$ cat src/rtl/core/ssb_pkg.sv
// ---------------------------------------------------------------------------
// ssb_pkg
// Shared types, constants and helpers of the sprite sheet blitter.
// ---------------------------------------------------------------------------
package ssb_pkg;

  // default geometry
  localparam int ScreenWidthDef   = 128;
  localparam int ScreenHeightDef  = 128;
  localparam int SpriteEdgeDef    = 8;
  localparam int SheetColumnsDef  = 16;
  localparam int SheetRowCountDef = 8;

  // sheet store: 128 bytes per row, 8192 bytes
  localparam int StoreDepth  = 8192;
  localparam int StoreAw     = 13;
  localparam int StrideShift = 7;
  localparam int ColorW      = 8;
  localparam int IdW         = 8;
  localparam int PosW        = 9;
  localparam int PixAddrW    = 14;
  // signed screen coordinate: 9-bit position plus an offset below 8
  localparam int CoordW      = 12;
  localparam int RemapLimit  = 16;

  // configuration port
  localparam int RegW  = 64;
  localparam int PaddrW = 4;
  localparam int RegSel = 3;
  localparam logic RegPalLow  = 1'b0;
  localparam logic RegPalHigh = 1'b1;
  localparam logic [RegW-1:0] PalLowReset  = 64'h0706050403020100;
  localparam logic [RegW-1:0] PalHighReset = 64'h0F0E0D0C0B0A0908;

  // input commands
  localparam logic CmdLoad = 1'b0;
  localparam logic CmdDraw = 1'b1;

  typedef enum logic [2:0] {
    ST_IDLE,
    ST_DIV,
    ST_BASE,
    ST_DRAW,
    ST_REJECT
  } state_t;

  typedef struct packed {
    logic [RegW-1:0] low;
    logic [RegW-1:0] high;
  } pal_t;

  // palette remap of the low sixteen colors
  function automatic logic [ColorW-1:0] remap(input logic [ColorW-1:0] c, input pal_t pal);
    logic [RegW-1:0] sel;
    sel = c[3] ? pal.high : pal.low;
    if (c < ColorW'(RemapLimit)) begin
      return sel[{c[2:0], 3'b000} +: ColorW];
    end
    return c;
  endfunction

endpackage

$ cat src/rtl/core/ssb_apb_regs.sv
// ---------------------------------------------------------------------------
// ssb_apb_regs
// Configuration registers on the APB-style port: the two palette words.
// ---------------------------------------------------------------------------
module ssb_apb_regs (
  input  logic                       clk,
  input  logic                       rst,
  input  logic                       psel,
  input  logic                       penable,
  input  logic                       pwrite,
  input  logic [ssb_pkg::PaddrW-1:0] paddr,
  input  logic [ssb_pkg::RegW-1:0]   pwdata,
  output logic [ssb_pkg::RegW-1:0]   prdata,
  output logic                       pready,
  output ssb_pkg::pal_t              pal
);
  import ssb_pkg::*;

  logic wr_fire;
  logic reg_idx;

  // register select and write strobe
  assign reg_idx = paddr[RegSel];
  assign wr_fire = psel && penable && pwrite && pready;
  assign pready  = 1'b1;

  // palette registers
  always_ff @(posedge clk) begin
    if (rst) begin
      pal.low  <= PalLowReset;
      pal.high <= PalHighReset;
    end else if (wr_fire) begin
      unique case (reg_idx)
        RegPalLow:  pal.low  <= pwdata;
        RegPalHigh: pal.high <= pwdata;
        default:    pal.low  <= pal.low;
      endcase
    end
  end

  // read back
  assign prdata = (reg_idx == RegPalHigh) ? pal.high : pal.low;

endmodule

$ cat config.mk
export PLATFORM = sky130hd
export DESIGN_NAME = ssb_apb_regs
export DESIGN_NICKNAME = d
export VERILOG_FILES = /design/src/rtl/core/ssb_pkg.sv /design/src/rtl/core/ssb_apb_regs.sv
export SDC_FILE = /design/constraint.sdc
export NUM_CORES = 1
export LEC_CHECK = 0
export BUFFER_PORTS_ARGS = -buffer_cell sky130_fd_sc_hd__buf_2
export CAP_MARGIN = 5
export CELL_PAD_IN_SITES_DETAIL_PLACEMENT = 0
export CELL_PAD_IN_SITES_GLOBAL_PLACEMENT = 1
export CORE_ASPECT_RATIO = 1.5
export CORE_MARGIN = 2
export CORE_UTILIZATION = 35
export DETAILED_ROUTE_END_ITERATION = 8
export HOLD_SLACK_MARGIN = 0.1
export PLACE_DENSITY = 0.91
export SYNTH_ARGS = -nofsm -noshare
export SYNTH_HDL_FRONTEND = slang
export SYNTH_SLANG_ARGS = --single-unit
$ cat constraint.sdc
create_clock -name clk -period 1.6 [get_ports clk]
set_clock_uncertainty 0.2 [all_clocks]
set_input_delay 0.24 -clock clk [delete_from_list [all_inputs] [get_ports clk]]
set_output_delay 0.24 -clock clk [all_outputs]
set_load 0.01 [all_outputs]
After elaboration in Yosys (flattened, before gate mapping):

Index checks and enable logic that the tools add are counted.

* flip-flop bits (word level): 128
* bits in latches: 0
* bits in writable memories: 0
* ROM bits: 0
* input port bits: 73
* output and inout port bits: 193
* word-level logic and storage cells: 8
* memories kept: 0

* add/sub/neg operators: 0
* multipliers: 0
* div/mod/pow operators: 0
* order comparisons: 0
* equality and inequality tests: 0
* shifts and indexed selects: 0
* multiplexer cells: 1
* bitwise logic cells: 1
* reductions and logical operators: 4

Operator list (count)
* $mux 64: 1
* $reduce_and 2->1: 2
* $logic_and 1x1->1: 2
* $not 1->1: 1

Logic depth before layout (Yosys ltp):

Gate-level depths: netlist of the first run.

* depth after elaboration: 3
* depth in mapped cells: 5
* gate-level depth less buffers: 2

Least setup slack after synthesis of the first run:

Ideal clock, no wire load.

* path kind: input port to output port
* start: input port paddr[3] in the netlist's numbering
* end: output port prdata[12] in the netlist's numbering
* arrival time: 0.995 ns
* required time: 1.160 ns
* path slack: 0.165 ns
* cell stages on the path: 3
* path buffers: 2
* cell sequence: buf_2 > buf_2 > mux2_2

* longest elaborated chain between the ends: 1

RTL lines
* start, declared: RTL line ssb_apb_regs.sv:11 `input logic [ssb_pkg::PaddrW-1:0] paddr,`
* $mux 64: RTL line ssb_apb_regs.sv:42 `assign prdata = (reg_idx == RegPalHigh) ? pal.high : pal.low;`
* end, declared: RTL line ssb_apb_regs.sv:13 `output logic [ssb_pkg::RegW-1:0] prdata,`

No other way between the ends.

Worst setup path in the final report of the first run:

* start: register pal[61] in the netlist's numbering
* end: output port prdata[61] in the netlist's numbering

* longest elaborated chain between the ends: 1

RTL lines
* start, declared: RTL line ssb_apb_regs.sv:15 `output ssb_pkg::pal_t pal`
* $mux 64: RTL line ssb_apb_regs.sv:42

No other way between the ends.

==> results.md, run 1 <==
- Initial antenna violation count: 1
- Post-synthesis sequential area ratio: 0.432
- Clock sink count: around 130
- First-pass DRT Iterations: 4
- Final slew viol count: 0
- DRC viols: 0
- Switch share: 0.232
- Number of setup violations in the final report: 0
- Overall Global Routing Usage: 0.176
- Final Net Count: 981
- Library cells used by synthesis: 14
- Layout cell share with drive strength beyond 1: 0.505
- Root Buffer: clkbuf_16
- Die width: 110 microns
- Largest net degree at the start of global routing: slightly below 80
- EDFF count, synth: 0
- Final worst slack: 0.0138 ns
- PwrDens: roughly 860 nW/um^2
- TritonCTS clock tree: built
- Crit path from: pal[61]$_SDFFE_PP0P_
- WP data required: 1.16 ns
- Place WS: -0.0343 ns
- Max clock buf depth: 2
- WP buf/inv: 1
- Data arrival, critical path: approximately 1.2 ns
- Top FF cell, synth: dfxtp_1
- Vias in the first global route: about 5000
- Async set or reset register ratio after synthesis: 0
- Pleak: around 4.4 nW
- Synth Instances: 570
- CTS Buf Count: 17
- DP Area: ~7600 sq um
- Clock Power Share: 0.466
- CP Launch Type: register
- Hold Crit Class: input port to register
- Total detailed-routing wirelength: 16700 microns
- Hold wc startpoint: penable
- DR WL/cell: 14.8 microns
- Crit path capture type: output pin
- Ys Warns: 0
- DIE HEIGHT: between 150 and 200 microns
- Biggest register: pal
- Fin cells: about 1100
- Core area: 16700 sq um
- Routability cong.: around 0.75
- Inserted Diodes: 0
- Port Buffers: 261
- Commonest cells post-synth: 148 x nand2b_1, 128 x dfxtp_1, 128 x mux2i_1
- H-tree Lvls: 4
- Max-cap violations: 0
- Max reg flops: 128
- Syn avg cell area: about 10 sq um
- # IOs: between 200 and 300
- RSZ-0062 raised after global routing: true
- Final Power: 7.96 mW
- Logic gate share of total power: 0.117
- Global-route wire length before repair: around 25000 microns
- Remaining antenna violation count: 0
- Initial core utilization: 0.356
- Row count: 58
- Critical path class: register to output pin
- Final min period: ~1.6 ns
- Top cell type's share of synthesized area: 0.432
- Max Clock Freq: 630 MHz
- Placed insts: approximately 1000
- Area contributors post-synth: dfxtp_1 43%, mux2i_1 22%, nand2b_1 16%
- Yosys reg bits: 128
- Peak supply drop: roughly 0.00067 V
- Synth Cell Area: a little under 6000 sq um
- WHS: about 0.11 ns
- Design area: between 9000 and 10000 sq um
- Synth Net Count: 643
- CP max FO: 3
- Synth-to-Final Area Change: 55.5%
- # fillers: 1495
- DPL Wire Length: approximately 11000 microns
- Post-layout util: 0.553
- Crit-path max cell delay: 0.34 ns
- Cell internal pwr: 6.11 mW
- Crit path cell chain: mux2_2, buf_2
- Outcome: finished clean
- Worst reg2reg path startpoint: pal[125]$_SDFFE_PP0P_
- Total congestion overflow: 0
- CTS clk-pin slew, worst paths: 0.06 ns
- Vias: around 5300
- Final hold violations: 0
- DR vias/cell: 4.66
- Clock Latency Late Sink: approximately 0.39 ns
- Cell family with most CP delay: flip-flops
- Psw: roughly 1.9 mW
- Crit-path slowest cell: dfxtp_2
- Drt initial violations: around 160
- Top-count cell post-synth: nand2b_1
- Area leader, netlist: dfxtp_1
- Setup tns final: 0 ns
- Die Area: between 15000 and 20000 sq um
- Sequential power share: 0.417
- Largest registers: pal: 128 flops
- Final worst-path cycle share: 0.991
worst reg2reg max path: stages (launching register included):
cell and delay, ns:
dfxtp_2 0.35, nand2b_1 0.06, mux2i_1 0.12, dlygate4sd3_1 0.55
worst paths after layout:
kind         cells after the start               endpoint  slack, ns
max reg2reg                      3  pal[125]$_SDFFE_PP0P_       0.26
max                              2             prdata[61]       0.01
min                              4  pal[121]$_SDFFE_PP1P_       0.11
min reg2reg                      2   pal[66]$_SDFFE_PP0P_       0.28
kinds of logic after synthesis:
| logic type | share of synthesized area |
|---|---|
| buf+inv | 0.0356 |
| flops | 0.432 |
| mux | 0.337 |
| other cells | 0.000632 |
| simple gates | 0.195 |
what timing repair did:
| item | CTS | global route |
|---|---|---|
| hold buffers | 70 | 0 |
| resized for setup | 2 | 113 |
| hold endpoints to repair | 128 | 0 |
| cloned | 1 | 0 |
| setup endpoints to repair | 32 | 51 |
| pin swaps | 0 | 0 |
| setup buffers | 0 | 11 |
power groups by stage:
stage | Clock (mW) | Sequential (mW) | Combinational, mW
after CTS | 3.82 | 3.32 | 0.889
final | 3.71 | 3.32 | 0.930
after global routing | 3.96 | 3.33 | 1.00
after global placement | 0 | 3.38 | 0.728
after floorplan | 0 | 3.41 | 0.407
after detailed placement | 0 | 3.38 | 0.737
routing by layer:
layer  vias to the layer above  part of all wire  track usage
li1                       2584                 -            -
met1                      2491              0.40        0.199
met2                       166              0.54        0.322
met3                        19             0.038       0.0299
met4                         2             0.018       0.0670
met5                         -           0.00078            0
layout make-up:
| type | count | area, sq um | area share |
|---|---|---|---|
| clock buffers | 20 | 447 | 0.0484 |
| clock inverters | 11 | 116 | 0.0126 |
| multi-input cells | 397 | 3200 | 0.347 |
| flip-flops and latches | 128 | 2660 | 0.288 |
| well taps | 210 | 263 | 0.0285 |
| repair buffers | 364 | 2540 | 0.276 |
cell usage in the layout (no fill, tap or decap), drive strengths merged:
| master | n |
|---|---|
| clkinvlp | 3 |
| and4 | 1 |
| nor2 | 52 |
| nand4b | 1 |
| and4b | 1 |
| conb | 1 |
| clkinv | 6 |
| bufinv | 2 |
| buf | 294 |
| dlygate4sd3 | 69 |
| dfxtp | 128 |
| dlymetal6s4s | 1 |
| nand4 | 1 |
| clkbuf | 20 |
| nand2b | 148 |
| mux2i | 128 |
| mux2 | 64 |
Note: power is estimated with default switching activity, not from simulation.
==> run 2, diff against run 1 <==
--- a/config.mk
+++ b/config.mk
@@ -9,9 +9,9 @@
 export CAP_MARGIN = 5
 export CELL_PAD_IN_SITES_DETAIL_PLACEMENT = 0
 export CELL_PAD_IN_SITES_GLOBAL_PLACEMENT = 1
-export CORE_ASPECT_RATIO = 1.5
 export CORE_MARGIN = 2
 export CORE_UTILIZATION = 35
+export CTS_CLUSTER_SIZE = 10
 export DETAILED_ROUTE_END_ITERATION = 8
 export HOLD_SLACK_MARGIN = 0.1
 export PLACE_DENSITY = 0.91
==> results.md, run 2 (same netlist as run 1, synthesis figures left out) <==
- Outcome: finished clean
- Max clock buf depth: 2
- Die Area: roughly 18000 sq um
- Largest net degree at the start of global routing: 94
- Number of setup violations in the final report: 0
- Initial antenna violation count: 0
- Final min period: between 1.5 and 2 ns
- WHS: 0.189 ns
- Hold wc startpoint: paddr[3]
- Layout cell share with drive strength beyond 1: 0.526
- M2 GR Usage: 0.296
- DR vias/cell: around 4.5
- Peak supply drop: 0.000672 V
- PwrDens: 842 nW/um^2
- Vias in the first global route: about 5100
- Busiest layer in global routing: met2
- CP Launch Type: register
- Hold Path Sink: pal[125]$_SDFFE_PP0P_
- Met3 GRT Util: 0.0385
- Row count: 47
- Routability cong.: between 0.7 and 0.8
- Root Buffer: clkbuf_16
- # fillers: around 1400
- CP max FO: 3
- Worst reg2reg path startpoint: pal[24]$_SDFFE_PP1P_
- Register Area: approximately 2700 sq um
- Area of the multi-input gates: 3190 sq um
- Worst R2R Path Depth: 3
- Hold Crit Depth: 4
- Global-route wire length before repair: between 20000 and 30000 microns
- Max Clock Freq: 631 MHz
- DPL Wire Length: 10500 microns
- Most frequent cells in the layout: 231 x buf_2, 148 x nand2b_1, 128 x mux2i_1
- WP data required: 1.16 ns
- DP Area: roughly 7500 sq um
- Inserted Diodes: 0
- DRC viols: 0
- Overall Global Routing Usage: 0.172
- CTS clk-pin slew, worst paths: around 0.06 ns
- Commonest non-fill, non-tap cell in the layout: buf_2
- Drt initial violations: ~180
- Core area: approximately 17000 sq um
- DR WL/cell: around 15 microns
- Met1 usage: 0.214
- Data arrival, critical path: between 1 and 1.5 ns
- Hold Crit Class: input port to register
- Clock Latency Late Sink: around 0.4 ns
- H-tree Lvls: 4
- Synth-to-Final Area Change: 58.5%
- # IOs: between 200 and 300
- Crit-path slowest cell: dfxtp_2
- Crit path capture type: output pin
- Vias: approximately 5200
- Final worst-path cycle share: 0.991
- Total detailed-routing wirelength: 17500 microns
- Crit-path max cell delay: approximately 0.33 ns
- Crit path cell chain: mux2_4, buf_6
- First-pass DRT Iterations: 4
- Max reg flops: between 100 and 150
- DIE HEIGHT: 134 microns
- Max-cap violations: 0
- R2R Path End: pal[24]$_SDFFE_PP1P_
- Final hold violations: 0
- Port Buffers: around 260
- Biggest register: pal
- Final Power: a little under 8 mW
- TritonCTS clock tree: built
- Initial core utilization: 0.358
- Clock sink count: between 100 and 150
- RSZ-0062 raised after global routing: true
- Critical path class: register to output pin
- Final Net Count: 986
- CTS Buf Count: 17
- Final slew viol count: 0
- Largest registers: pal: 128 flops
- Worst R2R Setup Slack: ~0.65 ns
- Pleak: approximately 4.5 nW
- Design area: 9410 sq um
- Total congestion overflow: 0
- Die width: 134 microns
- Remaining antenna violation count: 0
==> run 2: cell types whose count changed in the layout (fill, tap and decap cells not counted), moves of 4 or more <==
cell,change
dfxtp_1,-16
dfxtp_2,+16
buf_6,+7
buf_2,-6
clkbuf_16,+4
==> run 2: worst max path at each step <==
stage | startpoint | end | slack (ns) | cells after the start
after floorplan | paddr[3] | prdata[12] | 0.16 | 3
after global placement | paddr[3] | prdata[33] | -0.04 | 4
after detailed placement | paddr[3] | prdata[37] | -0.07 | 4
after CTS | pal[35]$_SDFFE_PP1P_ | prdata[35] | 0.0008 | 2
after global routing | penable | pal[64]$_SDFFE_PP0P_ | -0.02 | 6
final | pal[123]$_SDFFE_PP0P_ | prdata[59] | 0.01 | 2
==> run 2: worst max-delay path: cells and delay by family (launching register included) <==
| kind | cells | cell delay (ns) |
|---|---|---|
| buffers and inverters | 1 | 0.12 |
| flip-flops | 1 | 0.33 |
| multiplexers | 1 | 0.28 |
==> run 2: layout make-up <==
type                    instances  area share
flip-flops and latches        128       0.285
multi-input cells             397       0.339
clock buffers                  23      0.0508
clock inverters                 9     0.00891
repair buffers                369       0.287
well taps                     220      0.0293
==> run 2: repair_timing <==
item                       in CTS  in global routing
hold buffers                   68                  0
hold endpoints to repair      128                  0
pin swaps                       0                  2
setup buffers                   0                 19
setup endpoints to repair      58                 61
gates cloned                    2                  5
resized for setup              11                123
==> run 2: power by group <==
group	leakage [nW]	internal, mW	switching, mW
registers	1.06	3.27	0.0570
clock network	0.277	2.26	1.37
logic	3.13	0.552	0.411
==> run 2: stage by stage <==
step,instances,setup WS (ns),util,TNS (ns)
after floorplan,570,0.165,-,0
after global placement,1020,-0.0424,0.454,-0.940
after detailed placement,1020,-0.0655,0.454,-1.88
after CTS,1122,0.000791,0.533,0
after global routing,1146,-0.0188,0.567,-0.190
final,1146,0.0141,0.567,0
==> run 2: layer usage <==
layer / vias up / wire (microns) / part of all wire
li1: 2594 / - / -
met1: 2457 / 7680 / 0.44
met2: 142 / 8930 / 0.51
met3: 10 / 730 / 0.042
met4: 0 / 157 / 0.0090
met5: - / 0 / 0
